File: config.mk
export PLATFORM = sky130hd
export DESIGN_NAME = page_update_sender
export DESIGN_NICKNAME = d
export VERILOG_FILES = /design/src/pus_pkg.sv /design/src/pus_front.sv /design/src/pus_cmd_fifo.sv /design/src/pus_back.sv /design/src/page_update_sender.sv
export SDC_FILE = /design/constraint.sdc
export NUM_CORES = 1
export LEC_CHECK = 0
export BUFFER_PORTS_ARGS = -buffer_cell sky130_fd_sc_hd__buf_2
export CAP_MARGIN = 20
export CORE_ASPECT_RATIO = 1.4
export CORE_MARGIN = 5
export CORE_UTILIZATION = 42
export DETAILED_ROUTE_END_ITERATION = 10
export GPL_TIMING_DRIVEN = 0
export MAX_ROUTING_LAYER = met4
export PLACE_DENSITY = 0.6
export SLEW_MARGIN = 0
export SYNTH_ARGS = -nofsm -noshare
export SYNTH_HDL_FRONTEND = slang
export SYNTH_SLANG_ARGS = --single-unit
File: constraint.sdc
create_clock -name clk -period 11.2 [get_ports clk]
set_input_delay 1.68 -clock clk [delete_from_list [all_inputs] [get_ports clk]]
set_output_delay 1.68 -clock clk [all_outputs]
set_load 0.02 [all_outputs]
File: src/pus_pkg.sv
`timescale 1ns / 1ps
// ----------------------------------------------------------------------------
// pus_pkg
// Shared types and constants of the page update sender.
// ----------------------------------------------------------------------------
package pus_pkg;

  localparam int unsigned PAGE_BYTES = 2048;
  localparam int CNT_W = $clog2(PAGE_BYTES + 1);
  localparam logic [CNT_W-1:0] CNT_LAST = CNT_W'(PAGE_BYTES - 1);
  localparam logic [15:0] PAGE_LEN = 16'(PAGE_BYTES);
  localparam logic [31:0] PAGE_STRIDE = 32'(PAGE_BYTES);

  localparam logic [7:0] START_BYTE = 8'h99;
  localparam logic [7:0] SYNC_ACK   = 8'h88;
  localparam logic [7:0] PAGE_ACK   = 8'h77;
  localparam logic [7:0] FINISH_ACK = 8'h55;
  localparam logic [7:0] CTRL_CONT  = 8'h01;
  localparam logic [7:0] CTRL_END   = 8'h02;
  localparam logic [7:0] TRAILER    = 8'hFF;

  localparam logic CFG_BASE   = 1'b0;
  localparam logic CFG_PCOUNT = 1'b1;

  localparam logic [31:0] BASE_RESET = 32'h0800_2000;

  localparam int FIFO_DEPTH = 4;
  localparam int FIFO_AW = $clog2(FIFO_DEPTH);

  localparam logic [2:0] BEAT_LAST = 3'd7;

  typedef enum logic [1:0] {
    OP_BEGIN = 2'd0,
    OP_POLL  = 2'd1,
    OP_RX    = 2'd2,
    OP_IMAGE = 2'd3
  } op_t;

  typedef enum logic [2:0] {
    PH_IDLE      = 3'd0,
    PH_HANDSHAKE = 3'd1,
    PH_SENDING   = 3'd2,
    PH_ACK       = 3'd3,
    PH_FINISH    = 3'd4,
    PH_DONE      = 3'd5
  } phase_t;

  typedef enum logic [1:0] {
    CMD_BYTE   = 2'd0,
    CMD_STATUS = 2'd1,
    CMD_HEADER = 2'd2
  } cmd_kind_t;

  // One queued job for the back end: a single byte, a status word or a header.
  typedef struct packed {
    cmd_kind_t   kind;
    logic [7:0]  data;
    logic [31:0] addr;
    logic [7:0]  page;
    logic        resend;
    phase_t      phase;
  } cmd_t;

  typedef struct packed {
    logic full;
    logic empty;
  } fifo_stat_t;

endpackage

File: src/pus_front.sv
`timescale 1ns / 1ps
// ----------------------------------------------------------------------------
// pus_front
// Accepts input words, runs the download state and queues at most one job per item.
// ----------------------------------------------------------------------------
module pus_front (
  input  logic                clk,
  input  logic                rst_n,
  input  logic                in_tvalid,
  output logic                in_tready,
  input  logic [7:0]          in_tdata,
  input  logic [1:0]          in_tuser,
  input  logic                cfg_we,
  input  logic                cfg_index,
  input  logic [31:0]         cfg_wdata,
  input  pus_pkg::fifo_stat_t fifo_stat,
  output logic                push,
  output pus_pkg::cmd_t       cmd
);

  pus_pkg::phase_t             phase_r, phase_nxt;
  logic [7:0]                  pidx_r, pidx_nxt;
  logic [pus_pkg::CNT_W-1:0]   cnt_r, cnt_nxt;
  logic [31:0]                 base_r;
  logic [7:0]                  pcount_r;

  pus_pkg::op_t op;
  logic         emit_byte, emit_status, emit_hdr, hdr_rs;
  logic [7:0]   byte_val;
  logic         accept;

  assign op        = pus_pkg::op_t'(in_tuser);
  assign in_tready = !fifo_stat.full;
  assign accept    = in_tvalid && in_tready;

  always_comb begin
    phase_nxt   = phase_r;
    pidx_nxt    = pidx_r;
    cnt_nxt     = cnt_r;
    emit_byte   = 1'b0;
    emit_status = 1'b0;
    emit_hdr    = 1'b0;
    hdr_rs      = 1'b0;
    byte_val    = in_tdata;
    unique case (op)
      pus_pkg::OP_BEGIN: begin
        phase_nxt = pus_pkg::PH_HANDSHAKE;
        pidx_nxt  = '0;
        cnt_nxt   = '0;
        emit_byte = 1'b1;
        byte_val  = pus_pkg::START_BYTE;
      end
      pus_pkg::OP_POLL: begin
        if (phase_r == pus_pkg::PH_HANDSHAKE) begin
          emit_byte = 1'b1;
          byte_val  = pus_pkg::START_BYTE;
        end
      end
      pus_pkg::OP_RX: begin
        unique case (phase_r)
          pus_pkg::PH_HANDSHAKE: begin
            if (in_tdata == pus_pkg::SYNC_ACK) begin
              pidx_nxt = '0;
              if (pcount_r == '0) begin
                phase_nxt   = pus_pkg::PH_FINISH;
                emit_status = 1'b1;
              end else begin
                emit_hdr = 1'b1;
              end
            end
          end
          pus_pkg::PH_ACK: begin
            if (in_tdata == pus_pkg::PAGE_ACK) begin
              pidx_nxt = pidx_r + 8'd1;
              if (pidx_nxt < pcount_r) begin
                emit_hdr = 1'b1;
              end else begin
                phase_nxt   = pus_pkg::PH_FINISH;
                emit_status = 1'b1;
              end
            end else begin
              emit_hdr = 1'b1;
              hdr_rs   = 1'b1;
            end
          end
          pus_pkg::PH_FINISH: begin
            if (in_tdata == pus_pkg::FINISH_ACK) begin
              phase_nxt   = pus_pkg::PH_DONE;
              emit_status = 1'b1;
            end
          end
          default: begin
          end
        endcase
      end
      pus_pkg::OP_IMAGE: begin
        if (phase_r == pus_pkg::PH_SENDING) begin
          emit_byte = 1'b1;
          if (cnt_r == pus_pkg::CNT_LAST) begin
            cnt_nxt   = '0;
            phase_nxt = pus_pkg::PH_ACK;
          end else begin
            cnt_nxt = cnt_r + (pus_pkg::CNT_W)'(1);
          end
        end
      end
      default: begin
      end
    endcase
    if (emit_hdr) begin
      phase_nxt = pus_pkg::PH_SENDING;
      cnt_nxt   = '0;
    end
  end

  // Job word for the back end; every result of the item carries the new phase.
  always_comb begin
    cmd        = '0;
    cmd.phase  = phase_nxt;
    cmd.resend = hdr_rs;
    cmd.page   = pidx_nxt;
    cmd.addr   = base_r + (32'(pidx_nxt) * pus_pkg::PAGE_STRIDE);
    if (emit_hdr) begin
      cmd.kind = pus_pkg::CMD_HEADER;
      cmd.data = (({1'b0, pidx_nxt} + 9'd1) < {1'b0, pcount_r}) ?
                 pus_pkg::CTRL_CONT : pus_pkg::CTRL_END;
    end else if (emit_status) begin
      cmd.kind = pus_pkg::CMD_STATUS;
      cmd.data = '0;
    end else begin
      cmd.kind = pus_pkg::CMD_BYTE;
      cmd.data = byte_val;
    end
  end

  assign push = accept && (emit_byte || emit_status || emit_hdr);

  always_ff @(posedge clk) begin
    if (!rst_n) begin
      phase_r  <= pus_pkg::PH_IDLE;
      pidx_r   <= '0;
      cnt_r    <= '0;
      base_r   <= pus_pkg::BASE_RESET;
      pcount_r <= '0;
    end else begin
      if (accept) begin
        phase_r <= phase_nxt;
        pidx_r  <= pidx_nxt;
        cnt_r   <= cnt_nxt;
      end
      if (cfg_we) begin
        unique case (cfg_index)
          pus_pkg::CFG_BASE:   base_r   <= cfg_wdata;
          pus_pkg::CFG_PCOUNT: pcount_r <= cfg_wdata[7:0];
          default: begin
          end
        endcase
      end
    end
  end

endmodule

File: src/pus_cmd_fifo.sv
`timescale 1ns / 1ps
// ----------------------------------------------------------------------------
// pus_cmd_fifo
// Short job queue between the front end and the back end.
// ----------------------------------------------------------------------------
module pus_cmd_fifo (
  input  logic                clk,
  input  logic                rst_n,
  input  logic                push,
  input  pus_pkg::cmd_t       wr_cmd,
  input  logic                pop,
  output pus_pkg::cmd_t       head,
  output logic                head_valid,
  output pus_pkg::fifo_stat_t stat
);

  pus_pkg::cmd_t                mem [pus_pkg::FIFO_DEPTH];
  logic [pus_pkg::FIFO_AW-1:0]  wr_ptr_r, rd_ptr_r;
  logic [pus_pkg::FIFO_AW:0]    count_r;

  assign stat.full  = (count_r == (pus_pkg::FIFO_AW + 1)'(pus_pkg::FIFO_DEPTH));
  assign stat.empty = (count_r == '0);
  assign head_valid = !stat.empty;
  assign head       = mem[rd_ptr_r];

  always_ff @(posedge clk) begin
    if (push) begin
      mem[wr_ptr_r] <= wr_cmd;
    end
  end

  always_ff @(posedge clk) begin
    if (!rst_n) begin
      wr_ptr_r <= '0;
      rd_ptr_r <= '0;
      count_r  <= '0;
    end else begin
      if (push) begin
        wr_ptr_r <= wr_ptr_r + (pus_pkg::FIFO_AW)'(1);
      end
      if (pop) begin
        rd_ptr_r <= rd_ptr_r + (pus_pkg::FIFO_AW)'(1);
      end
      if (push && !pop) begin
        count_r <= count_r + (pus_pkg::FIFO_AW + 1)'(1);
      end else if (pop && !push) begin
        count_r <= count_r - (pus_pkg::FIFO_AW + 1)'(1);
      end
    end
  end

endmodule

File: src/pus_back.sv
`timescale 1ns / 1ps
// ----------------------------------------------------------------------------
// pus_back
// Expands queued jobs into output words and holds them in the output register.
// ----------------------------------------------------------------------------
module pus_back (
  input  logic          clk,
  input  logic          rst_n,
  input  pus_pkg::cmd_t head,
  input  logic          head_valid,
  output logic          pop,
  output logic          out_tvalid,
  input  logic          out_tready,
  output logic [23:0]   out_tdata,
  output logic          out_tlast
);

  logic [2:0]  beat_r;
  logic        out_valid_r;
  logic [23:0] out_data_r, data_nxt;
  logic        out_last_r, last_nxt;
  logic        load;

  logic [7:0]  tx_byte;
  logic        tx_valid, fetch;
  logic [7:0]  fpage;
  logic        rs;

  assign load = head_valid && (!out_valid_r || out_tready);

  always_comb begin
    tx_byte  = '0;
    tx_valid = 1'b0;
    fetch    = 1'b0;
    fpage    = '0;
    rs       = 1'b0;
    last_nxt = 1'b1;
    unique case (head.kind)
      pus_pkg::CMD_BYTE: begin
        tx_byte  = head.data;
        tx_valid = 1'b1;
      end
      pus_pkg::CMD_HEADER: begin
        tx_valid = 1'b1;
        rs       = head.resend;
        last_nxt = (beat_r == pus_pkg::BEAT_LAST);
        // Header order: control, address high to low, length high, low, trailer.
        unique case (beat_r)
          3'd0: tx_byte = head.data;
          3'd1: tx_byte = head.addr[31:24];
          3'd2: tx_byte = head.addr[23:16];
          3'd3: tx_byte = head.addr[15:8];
          3'd4: tx_byte = head.addr[7:0];
          3'd5: tx_byte = pus_pkg::PAGE_LEN[15:8];
          3'd6: tx_byte = pus_pkg::PAGE_LEN[7:0];
          default: begin
            tx_byte = pus_pkg::TRAILER;
            fetch   = 1'b1;
            fpage   = head.page;
          end
        endcase
      end
      default: begin
      end
    endcase
    data_nxt = {2'b00, head.phase, rs, fpage, fetch, tx_valid, tx_byte};
  end

  assign pop = load && last_nxt;

  always_ff @(posedge clk) begin
    if (!rst_n) begin
      out_valid_r <= 1'b0;
      beat_r      <= '0;
    end else begin
      if (load) begin
        out_valid_r <= 1'b1;
        beat_r      <= last_nxt ? 3'd0 : beat_r + 3'd1;
      end else if (out_tready) begin
        out_valid_r <= 1'b0;
      end
    end
  end

  always_ff @(posedge clk) begin
    if (load) begin
      out_data_r <= data_nxt;
      out_last_r <= last_nxt;
    end
  end

  assign out_tvalid = out_valid_r;
  assign out_tdata  = out_data_r;
  assign out_tlast  = out_last_r;

endmodule

File: src/page_update_sender.sv
`timescale 1ns / 1ps
// ----------------------------------------------------------------------------
// page_update_sender
// Host side of a paged firmware download: handshake, page headers, data relay.
// ----------------------------------------------------------------------------
// An input word is accepted every cycle while the four-entry job queue has
// room. A begin, poll, image byte or final status turns into one output word;
// a page header turns into eight words, issued one per cycle by the back end's
// beat counter while the output is ready; the front end keeps accepting into
// the queue meanwhile. An item is held in the job queue and then in the output
// register before its first word is valid. Reply bytes that cause no result
// are still accepted and update nothing downstream.
module page_update_sender (
  input  logic        clk,
  input  logic        rst_n,
  input  logic        in_tvalid,
  output logic        in_tready,
  input  logic [7:0]  in_tdata,    // byte_value
  input  logic [1:0]  in_tuser,    // operation
  output logic        out_tvalid,
  input  logic        out_tready,
  // tx_byte[7:0], tx_valid[8], fetch_request[9], fetch_page[17:10],
  // resend[18], phase[21:19], zero fill[23:22]
  output logic [23:0] out_tdata,
  output logic        out_tlast,   // last
  input  logic        cfg_we,
  input  logic        cfg_index,
  input  logic [31:0] cfg_wdata
);

  pus_pkg::cmd_t       push_cmd, head;
  pus_pkg::fifo_stat_t fifo_stat;
  logic                push, pop, head_valid;

  pus_front u_front (
    .clk       (clk),
    .rst_n     (rst_n),
    .in_tvalid (in_tvalid),
    .in_tready (in_tready),
    .in_tdata  (in_tdata),
    .in_tuser  (in_tuser),
    .cfg_we    (cfg_we),
    .cfg_index (cfg_index),
    .cfg_wdata (cfg_wdata),
    .fifo_stat (fifo_stat),
    .push      (push),
    .cmd       (push_cmd)
  );

  pus_cmd_fifo u_fifo (
    .clk        (clk),
    .rst_n      (rst_n),
    .push       (push),
    .wr_cmd     (push_cmd),
    .pop        (pop),
    .head       (head),
    .head_valid (head_valid),
    .stat       (fifo_stat)
  );

  pus_back u_back (
    .clk        (clk),
    .rst_n      (rst_n),
    .head       (head),
    .head_valid (head_valid),
    .pop        (pop),
    .out_tvalid (out_tvalid),
    .out_tready (out_tready),
    .out_tdata  (out_tdata),
    .out_tlast  (out_tlast)
  );

  // The front end never writes into a full queue.
  a_no_overflow: assert property (@(posedge clk) disable iff (!rst_n)
    push |-> !fifo_stat.full)
    else $error("job queue overflow");

  // The back end never takes a job from an empty queue.
  a_no_underflow: assert property (@(posedge clk) disable iff (!rst_n)
    pop |-> !fifo_stat.empty)
    else $error("job queue underflow");

  // A word without a transmit byte is a status word and ends its item.
  a_status_last: assert property (@(posedge clk) disable iff (!rst_n)
    (out_tvalid && !out_tdata[8]) |-> out_tlast)
    else $error("status word not marked last");

  // A fetch request only comes with the trailer byte that closes a header.
  a_fetch_trailer: assert property (@(posedge clk) disable iff (!rst_n)
    (out_tvalid && out_tdata[9]) |-> (out_tlast && out_tdata[7:0] == pus_pkg::TRAILER))
    else $error("fetch request outside header trailer");

endmodule

==> out/summary.txt <==
Status - finished, final reports clean
Starting Density - 0.426
Fin Setup TNS - 0 ps
Largest area contributor in the netlist - edfxtp_1
Area Growth Syn to Fin - 13.2%
Hpwl dp - 23,200 um
DR vias - 8,571
Clock transition at the registers of the reported paths - 60 ps
Placed cell count - 1,542
FF-to-FF End - u_fifo.mem[0][45]$_DFFE_PP_
Ys async rst share - 0
Placed cell area - 14,800 um2
Syn Std Cell Area - 13,900 um2
Num Clock Sinks - 315
Maximum clock frequency - 164 MHz
CP endpoint kind - register
Critical path class - in2reg
Die Y - 225 um
Row cnt - 78
GR Overflow Total - 0
Pwr dens - 191 nW/um2
Ys Warns - 0
Die W - 164 um
Final wirelength - 32,400 um
Layout cells sized above 1 - 0.178
Die area - 36,900 um2
Startpoint of the worst hold path - u_front.base_r[15]$_SDFFE_PN0P_
Nets - 1,224
Design area - 15,700 um2
Simple-gate share of the synthesized area - 0.112
Seq/Total Area, Yosys - 0.626
Initial antenna violation count - 0
CP Data Arrival Time - 6440 ps
Commonest cells in the netlist - edfxtp_1, nand2_1, dfxtp_1, a21oi_1, nor2_1
Reg2reg start - u_front.phase_r[1]$_SDFFE_PN0P_
First-pass GRT wire length - 50,200 um
Max Cap Viol - 0
Gate count of the mapped netlist - 1,030
Post-Synth XOR/XNOR Area - 0.0227
Area of the core - 32,600 um2
CTS tree - yes
Worst setup path startpoint - in_tuser[0]
Distinct cells, synth - 82
TritonRoute pass-1 iters - 5
Hold EP - u_front.base_r[15]$_SDFFE_PN0P_
Root Buffer - clkbuf_16
RSZ-0062 raised after global routing - false
HP Class - reg2reg
WP data required - 11,530 ps
Peak supply drop - 0.0954 mV
Post-synthesis compound-gate area fraction - 0.0844
Clock Path Buffers - 3
# diodes - 0
Post-route insts no fill - 1,598
Final setup viols - 0
Worst slew margin - 0.322
RD Place Congestion - 0.940
# Post-CTS Setup Buffers - 0
Mux cell area share after synthesis - 0.0898
Clock H-tree levels - 1
WL per Instance - 20.3 um
Worst Skew - 11.4 ps
Post-route ant nets - 0
Worst skew pair latency - 550 ps
Total GRT Usage - 0.182
FF-to-FF setup slack - 6460 ps
Final-report hold violation count - 0
Yosys top cell area share - 0.517
Initial DRC Count - 559
CTS Hold Bufs - 0
EDFF count, synth - 239
Vias in the first global route - 8,572
Residual DRC count - 0
Max Slew Vio Count - 0
Main combinational cell family by area after synthesis - simple AND/OR/NAND/NOR gates
Final period utilization - 0.545
Synth area leaders - edfxtp_1, dfxtp_1, mux4_2
Yosys reg bits - 315
Worst R2R Path Depth - 14
Static leakage - 5.58 nW
IO Count - 75
WHS Path Cells - 2
Final min period - 6110 ps
Adder-Cell Fraction of Synth Area - 0.0389
PostCTS Resize Cnt - 0
Top-count cell post-synth - edfxtp_1
Port Buffers - 71
Vias per cell - 5.36
CP max FO - 10
Worst slew pin tran - 1020 ps
Largest net degree at the start of global routing - 55
Synth Flop Type - edfxtp_1
CTS buffer count - 30
Mean Syn Cell Area - 13.5 um2
Worst Setup Start Kind - input port
[flip-flops by register name, summed over array words and instances (netlist names), named ones only]
signal	count
u_fifo.wr_ptr_r	2
u_front.cnt_r	12
u_front.phase_r	3
u_front.base_r	32
u_back.out_tlast	1
u_fifo.count_r	3
u_back.beat_r	3
u_back.out_tvalid	1
u_front.pidx_r	8
u_front.pcount_r	8
u_back.out_tdata	22
u_fifo.rd_ptr_r	2
u_fifo.mem	216
[how the worst max path moves through the flow]
stage / endpoint / slack (ps) / cells after the start
6_report: u_fifo.mem[1][41]$_DFFE_PP_ / 5090 / 18
5_1_grt: u_fifo.mem[0][37]$_DFFE_PP_ / 4810 / 18
4_1_cts: u_fifo.mem[1][41]$_DFFE_PP_ / 5090 / 18
3_3_place_gp: u_fifo.mem[0][37]$_DFFE_PP_ / 4550 / 18
3_5_place_dp: u_fifo.mem[1][41]$_DFFE_PP_ / 4520 / 18
2_1_floorplan: u_fifo.mem[0][41]$_DFFE_PP_ / 6000 / 17
[worst max-delay path: stages]
cell      delay, ps
buf_2           120
inv_1            70
ha_1            210
buf_4           170
nor2b_1         100
clkbuf_1        300
a211oi_1        150
o21ai_0         510
nand2_1         390
ha_1            340
fa_1            410
a21o_1          180
a21oi_1         210
nor2b_1          80
o21a_1          190
o41ai_2         770
nor4b_1         170
xor2_1          360
[final cells by class]
cell class	instances	area, um2
sequential	315	8700
clock buffer	39	795
timing repair buffer	71	355
inverter	36	135
tap	440	551
fill	2946	16900
buffer	50	221
clock inverter	17	124
multi-input combinational	630	4850
[cells in the final DEF (no fill, tap or decap), types with 6 or more instances in the layout]
master	synthesis	final
edfxtp_1	239	239
o21ai_0	19	19
a221o_1	6	6
ha_1	40	40
nor4_1	7	7
and3_1	13	13
a22oi_1	7	7
nor3_1	24	24
a31oi_1	10	10
mux4_2	54	54
a211oi_1	9	9
dfxtp_1	76	76
a21o_1	7	7
xor2_1	22	22
buf_2	8	79
nand3_1	34	34
nor2_1	56	56
inv_1	35	35
nand2_1	111	111
nor2b_1	19	19
clkbuf_1	35	43
clkbuf_16	0	30
xnor2_1	14	14
a21oi_1	72	72
clkinv_1	0	6
[metrics by stage]
stage | power [mW] | hold WS (ps) | utilization | setup WS, ps
floorplan | 1.87 | 432 | - | 6000
global placement | 2.09 | 447 | 0.454 | 4550
detailed placement | 2.09 | 452 | 0.454 | 4520
CTS | 3.04 | 462 | 0.483 | 5090
global route | 3.14 | 486 | 0.483 | 4810
finish | 3.00 | 458 | 0.483 | 5090
[power by group]
group          internal (mW)  switching (mW)
registers               1.37          0.0351
clock network          0.525           0.420
logic                  0.246           0.402
[per-layer routing]
layer  vias up  track usage  routed length [um]
li1       4114            -                   -
met1      4233        0.224               13500
met2       176        0.316               16800
met3        48       0.0194                1100
met4         0       0.0590                 977
met5         -            -                   0
[cells by family after synthesis]
kind of cell | after synthesis
multiplexers | 57
adder cells (fa/ha/maj) | 42
buffers and inverters | 86
AND/OR/NAND/NOR | 316
flip-flops | 315
other | 1
AO/OA/AOI/OAI | 177
XOR/XNOR | 36
(Power assumes the default switching activity.)
